### src/rtl/qmeu_pkg.sv
package qmeu_pkg;

  localparam int unsigned QueueDepthDef = 256;
  localparam int unsigned NumRegsDef    = 26;

  localparam int unsigned DataW = 16;
  localparam int unsigned ModeW = 5;
  localparam int unsigned RegW  = 5;
  localparam int unsigned KindW = 2;
  localparam int unsigned ErrW  = 2;

  localparam logic [ModeW-1:0] OpPush        = 5'd0;
  localparam logic [ModeW-1:0] OpAdd         = 5'd1;
  localparam logic [ModeW-1:0] OpSub         = 5'd2;
  localparam logic [ModeW-1:0] OpMul         = 5'd3;
  localparam logic [ModeW-1:0] OpDiv         = 5'd4;
  localparam logic [ModeW-1:0] OpMod         = 5'd5;
  localparam logic [ModeW-1:0] OpSetReg      = 5'd6;
  localparam logic [ModeW-1:0] OpGetReg      = 5'd7;
  localparam logic [ModeW-1:0] OpPrint       = 5'd8;
  localparam logic [ModeW-1:0] OpPrintReg    = 5'd9;
  localparam logic [ModeW-1:0] OpPrintChr    = 5'd10;
  localparam logic [ModeW-1:0] OpPrintRegChr = 5'd11;
  localparam logic [ModeW-1:0] OpJmp         = 5'd12;
  localparam logic [ModeW-1:0] OpJz          = 5'd13;
  localparam logic [ModeW-1:0] OpJe          = 5'd14;
  localparam logic [ModeW-1:0] OpJg          = 5'd15;
  localparam logic [ModeW-1:0] OpQuit        = 5'd16;

  localparam logic [KindW-1:0] KindNone = 2'd0;
  localparam logic [KindW-1:0] KindNum  = 2'd1;
  localparam logic [KindW-1:0] KindChr  = 2'd2;

  localparam logic [ErrW-1:0] ErrOk    = 2'd0;
  localparam logic [ErrW-1:0] ErrUnder = 2'd1;
  localparam logic [ErrW-1:0] ErrOver  = 2'd2;

  // ALU selection for the result pushed back to the queue
  typedef enum logic [2:0] {
    AluImm, AluAdd, AluSub, AluMul, AluDiv, AluMod, AluReg
  } alu_sel_e;

  // controller -> datapath
  typedef struct packed {
    logic     cap_in;    // capture the input item
    logic     rd_pop;    // read queue at head, advance head
    logic     lat_x;     // latch popped value as x
    logic     lat_y;     // latch popped value as y
    logic     div_start;
    logic     push;      // write result at tail
    alu_sel_e alu_sel;
    logic     reg_wr;    // write popped value to register
    logic     out_load;  // load result register
  } qmeu_cmd_t;

  // datapath -> controller
  typedef struct packed {
    logic [ModeW-1:0] mode;
    logic             q_empty;
    logic             q_lt2;
    logic             q_full;
    logic             div_busy;
  } qmeu_sts_t;

endpackage

### src/rtl/qmeu_ctrl.sv
module qmeu_ctrl (
  input  logic                clk_i,
  input  logic                rst_ni,
  input  logic                in_valid_i,
  output logic                in_ready_o,
  output logic                out_valid_o,
  input  logic                out_ready_i,
  input  qmeu_pkg::qmeu_sts_t sts_i,
  output qmeu_pkg::qmeu_cmd_t cmd_o
);
  import qmeu_pkg::*;

  typedef enum logic [2:0] {
    StIdle, StDecode, StPopY, StWaitY, StCalc, StDivWait, StPush, StOut
  } state_e;

  state_e   state_q;
  logic     out_valid_q;
  alu_sel_e sel;
  logic     two_op, pop_one;

  assign in_ready_o  = (state_q == StIdle) && !out_valid_q;
  assign out_valid_o = out_valid_q;

  always_comb begin
    case (sts_i.mode)
      OpAdd:   sel = AluAdd;
      OpSub:   sel = AluSub;
      OpMul:   sel = AluMul;
      OpDiv:   sel = AluDiv;
      OpMod:   sel = AluMod;
      OpGetReg: sel = AluReg;
      default: sel = AluImm;
    endcase
    two_op  = (sts_i.mode == OpAdd) || (sts_i.mode == OpSub) || (sts_i.mode == OpMul) ||
              (sts_i.mode == OpDiv) || (sts_i.mode == OpMod);
    pop_one = (sts_i.mode == OpSetReg) || (sts_i.mode == OpPrint) ||
              (sts_i.mode == OpPrintChr);
  end

  // Two-operand ops: StDecode reads x, StPopY reads y, StWaitY latches y,
  // StCalc (mul product / div start), StPush or StDivWait writes. Head RAM
  // read is registered. The result register is loaded in StDecode, while the
  // queue count is still the one the item saw.
  always_comb begin
    cmd_o          = '0;
    cmd_o.alu_sel  = sel;
    cmd_o.cap_in   = in_valid_i && in_ready_o;
    case (state_q)
      StDecode: begin
        if (two_op && !sts_i.q_lt2) begin
          cmd_o.rd_pop   = 1'b1;
          cmd_o.out_load = 1'b1;
        end else if (pop_one && !sts_i.q_empty) begin
          cmd_o.rd_pop   = 1'b1;
          cmd_o.out_load = 1'b1;
          cmd_o.reg_wr   = (sts_i.mode == OpSetReg);
        end else begin
          cmd_o.out_load = 1'b1;
          cmd_o.push     = ((sts_i.mode == OpPush) || (sts_i.mode == OpGetReg)) &&
                           !sts_i.q_full;
        end
      end
      StPopY: begin
        cmd_o.lat_x  = 1'b1;
        cmd_o.rd_pop = 1'b1;
      end
      StWaitY:   cmd_o.lat_y = 1'b1;
      StCalc:    cmd_o.div_start = (sts_i.mode == OpDiv) || (sts_i.mode == OpMod);
      StPush:    cmd_o.push = 1'b1;
      StDivWait: cmd_o.push = !sts_i.div_busy;
      default:   cmd_o.rd_pop = 1'b0;
    endcase
  end

  always_ff @(posedge clk_i or negedge rst_ni) begin
    if (!rst_ni) begin
      state_q     <= StIdle;
      out_valid_q <= 1'b0;
    end else begin
      if (out_valid_q && out_ready_i) out_valid_q <= 1'b0;
      case (state_q)
        StIdle: if (cmd_o.cap_in) state_q <= StDecode;
        StDecode: begin
          if (two_op && !sts_i.q_lt2) begin
            state_q <= StPopY;
          end else begin
            state_q     <= StIdle;
            out_valid_q <= 1'b1;
          end
        end
        StPopY:  state_q <= StWaitY;
        StWaitY: state_q <= StCalc;
        StCalc: begin
          state_q <= ((sts_i.mode == OpDiv) || (sts_i.mode == OpMod)) ? StDivWait : StPush;
        end
        StDivWait: if (!sts_i.div_busy) state_q <= StOut;
        StPush:  state_q <= StOut;
        StOut:   state_q <= StIdle;
        default: state_q <= StIdle;
      endcase
      if (state_q == StOut) out_valid_q <= 1'b1;
    end
  end
endmodule

### config.mk
export PLATFORM = sky130hd
export DESIGN_NAME = qmeu_ctrl
export DESIGN_NICKNAME = d
export VERILOG_FILES = /design/src/rtl/qmeu_pkg.sv /design/src/rtl/qmeu_ctrl.sv
export SDC_FILE = /design/constraint.sdc
export NUM_CORES = 1
export LEC_CHECK = 0
export ABC_AREA = 1
export ABC_CLOCK_PERIOD_IN_PS = 2550
export BUFFER_PORTS_ARGS = -buffer_cell sky130_fd_sc_hd__buf_4
export CORE_AREA = 2 2 39 41
export CTS_BUF_LIST = sky130_fd_sc_hd__clkbuf_4 sky130_fd_sc_hd__clkbuf_8
export CTS_CLUSTER_DIAMETER = 60
export DETAILED_ROUTE_END_ITERATION = 10
export DIE_AREA = 0 0 41 43
export HOLD_SLACK_MARGIN = 0.12
export PLACE_DENSITY_LB_ADDON = 0.15
export RECOVER_POWER = 50
export SYNTH_ARGS = -nofsm -noshare
export SYNTH_HDL_FRONTEND = slang
export SYNTH_SLANG_ARGS = --single-unit
### constraint.sdc
create_clock -name clk_i -period 2.55 [get_ports clk_i]
set_input_delay 0.51 -clock clk_i [delete_from_list [all_inputs] [get_ports clk_i]]
set_output_delay 0.51 -clock clk_i [all_outputs]
set_load 0.005 [all_outputs]
==> impl_metrics.csv <==
group,metric,value,unit
sta,post-route-period-util,74.9,%
pwr,switching_share,44.1,%
cts,cts_tree,"done",
yosys,netlist_instances,74,
worst_setup_path,reg2reg_from,"state_q[2]",
floorplanning,design.core.area,1380,um^2
drt,wl_per_cell,9.30,um
global_routing,global_route.usage.met1,15.7,%
worst_setup_path,critPathCaptureType,"output pin",
yosys,ys_seq_elements,4,
floorplanning,die_y,43,um
worst_setup_path,crit_arrival,1.40,ns
global_routing,grt_max_degree,8,
job,max-cap-violations,0,
yosys,yosysUniqueCellTypes,17,
cts,cts_buffers,3,
sta,slew_headroom,81.1,%
worst_setup_path,required,2.04,ns
cts,cts_hold_buf,1,
yosys,yosysMostFrequentCell,"nand2_1",
yosys,syn_avg_cell_area,5.83,um^2
yosys,synthTopCellsByArea,"dfrtp_1, nand2_1, inv_1",
floorplanning,die_w,41,um
worst_setup_path,reg2reg_slack,1.33,ns
min_path,hold_path_depth,4,
floorplanning,fp-row-count,14,
yosys,synth_top_flop_cell,"dfrtp_1",
global_routing,grt_pass1_vias,494,
min_path,hp-class,"in2reg",
global_routing,grtUsageMet2,25.6,%
sta,finalHoldViolations,0,
cts,clk_latency,0.23,ns
cts,cts_max_level,1,
yosys,ys_warn_count,0,
cts,post_cts_buffers,0,
placed_design,dp_hpwl,929,um
sta,fmax,523,MHz
pwr,power_frac_seq,28.0,%
sta,rsz0062_at_grt,"no",
drt,dr.pass1.iters,2,
drt,routed_wl,1110,um
pwr,p_per_area,805,nW/um^2
sta,final.setup.worst_slack,0.639,ns
sta,finalSetupTns,0,ns
yosys,synth_top_area_share,23.2,%
global_routing,grt_first_pass_wirelength,1770,um
sta,report.final.slew_viol_count,0,
placed_design,gp_congestion,0.777,
floorplanning,start_util,31.2,%
layout,drive_gt1_share,33.0,%
layout,fin_nets,118,
cts,cts-resized-gates,0,
floorplanning,dieArea,1760,um^2
yosys,synth-edff-count,0,
layout,final_util,47.9,%
layout,diodes,0,
drt,antenna_left,0,
global_routing,use_met3,0,%
layout,syn_to_final_growth,53.6,%
pwr,p_leak,0.000384,uW
min_path,hold_start,"out_ready_i",
cts,clock_sinks,4,
global_routing,overflow,0,
global_routing,grt_usage,14.0,%
sta,setup_viol_count_final,0,
worst_setup_path,path_class,"in2out",
drt,viasPerCell,4.56,
drt,drc,0,
status,status,"completed",
cts,cts_buffer_depth,2,
drt,via_count,543,
pwr,p_switching,235,uW
global_routing,antenna_found_initial,0,
yosys,synthTopCellsByCount,"nand2_1, inv_1, nor2_1, nand3_1",
worst_setup_path,cp-start-kind,"primary input",
sta,period_needed,1.91,ns
yosys,async_flop_share,100,%
placed_design,port_buffers,25,
pwr,combPwrFrac,58.0,%
cts,cts-root-buf,"clkbuf_4",
yosys,synth.cell_area,432,um^2
sta,clock_skew,0.000671,ns
sta,worst_pin_slew,0.283,ns
worst_setup_path,r2r_cells,5,
yosys,synth_top_cell_by_area,"dfrtp_1",
yosys,synth_nets,87,
pwr,ir_drop,0.000516,V
pwr,pwr-share-clk,14.0,%
worst_setup_path,critPathMaxFanout,4,
placed_design,dp_worst_setup_slack,0.636,ns
min_path,min_to,"out_valid_o",
worst_setup_path,worstReg2RegEnd,"state_q[0]",
cts,path_clk_slew,0.03,ns
pwr,p_int,299,uW
yosys,ys_seq_area_share,23.2,%
floorplanning,ios,26,
drt,drtIter0Drc,5,
global_routing,busiest_layer,"met2",
[power by group through the flow]
stage	sequential [uW]	clock [uW]	combinational, uW
after floorplan	144	0	197
after CTS	151	81.4	324
after global placement	151	0	320
after detailed placement	150	0	322
after global routing	158	81.8	356
final	149	75.0	310
[cell type report]
type | instances | area, um^2
Clock buffer | 3 | 22.5
Tap cell | 16 | 20.0
Fill cell | 144 | 721
Inverter | 16 | 60.1
Sequential cell | 4 | 100
Multi-Input combinational cell | 54 | 267
Timing Repair Buffer | 26 | 194
[registers in the layout, summed over array words and instances, names as in the netlist]
name	count
out_valid_o	1
state_q	3
[layout by cell type (no fill, tap or decap), types with 2 or more instances in the layout]
| master | instances |
|---|---|
| inv_2 | 3 |
| buf_4 | 21 |
| a21oi_1 | 4 |
| inv_1 | 13 |
| clkbuf_4 | 6 |
| o21ai_0 | 3 |
| nand2_1 | 18 |
| dfrtp_1 | 4 |
| nand3_1 | 8 |
| nor3_1 | 2 |
| nor2_1 | 11 |
[kinds of logic (layout without fill, tap and decap cells)]
family                 after synthesis  count (layout)  share of synthesized area (%)
AO/OA/AOI/OAI                       10              10                           13.9
XOR/XNOR                             1               1                           2.03
buffers and inverters               16              45                           13.9
flip-flops                           4               4                           23.2
AND/OR/NAND/NOR                     43              43                           47.0
[per-stage QoR]
step / instances / hold WS, ns / instance area (um^2) / total power (uW)
after floorplan: 74 / 0.214 / 432 / 341
after global placement: 115 / 0.306 / 639 / 471
after detailed placement: 115 / 0.305 / 639 / 472
after CTS: 119 / 0.544 / 672 / 556
after global routing: 119 / 0.565 / 663 / 595
final: 119 / 0.553 / 663 / 534
[how the worst max path moves through the flow]
stage / from / endpoint / slack (ns)
2_1_floorplan: sts_i[8] / cmd_o[9] / 0.94
3_3_place_gp: sts_i[8] / cmd_o[9] / 0.66
3_5_place_dp: sts_i[8] / cmd_o[9] / 0.64
4_1_cts: sts_i[8] / cmd_o[9] / 0.63
5_1_grt: sts_i[8] / cmd_o[9] / 0.53
6_report: sts_i[8] / cmd_o[9] / 0.64
[critical path, stage by stage]
cell      delay [ns]
clkbuf_4        0.11
nor2_1          0.21
nand2_1         0.14
nand2_1         0.10
nand2_1         0.07
nand2_1         0.06
nand2_1         0.05
nand2_1         0.06
buf_4           0.10
[layer usage]
metal,vias to the layer above,share of wire (%)
li1,292,-
met1,238,38
met2,13,56
met3,0,5.8
met4,0,0
met5,-,0
Power figures use the tool's default switching activity.
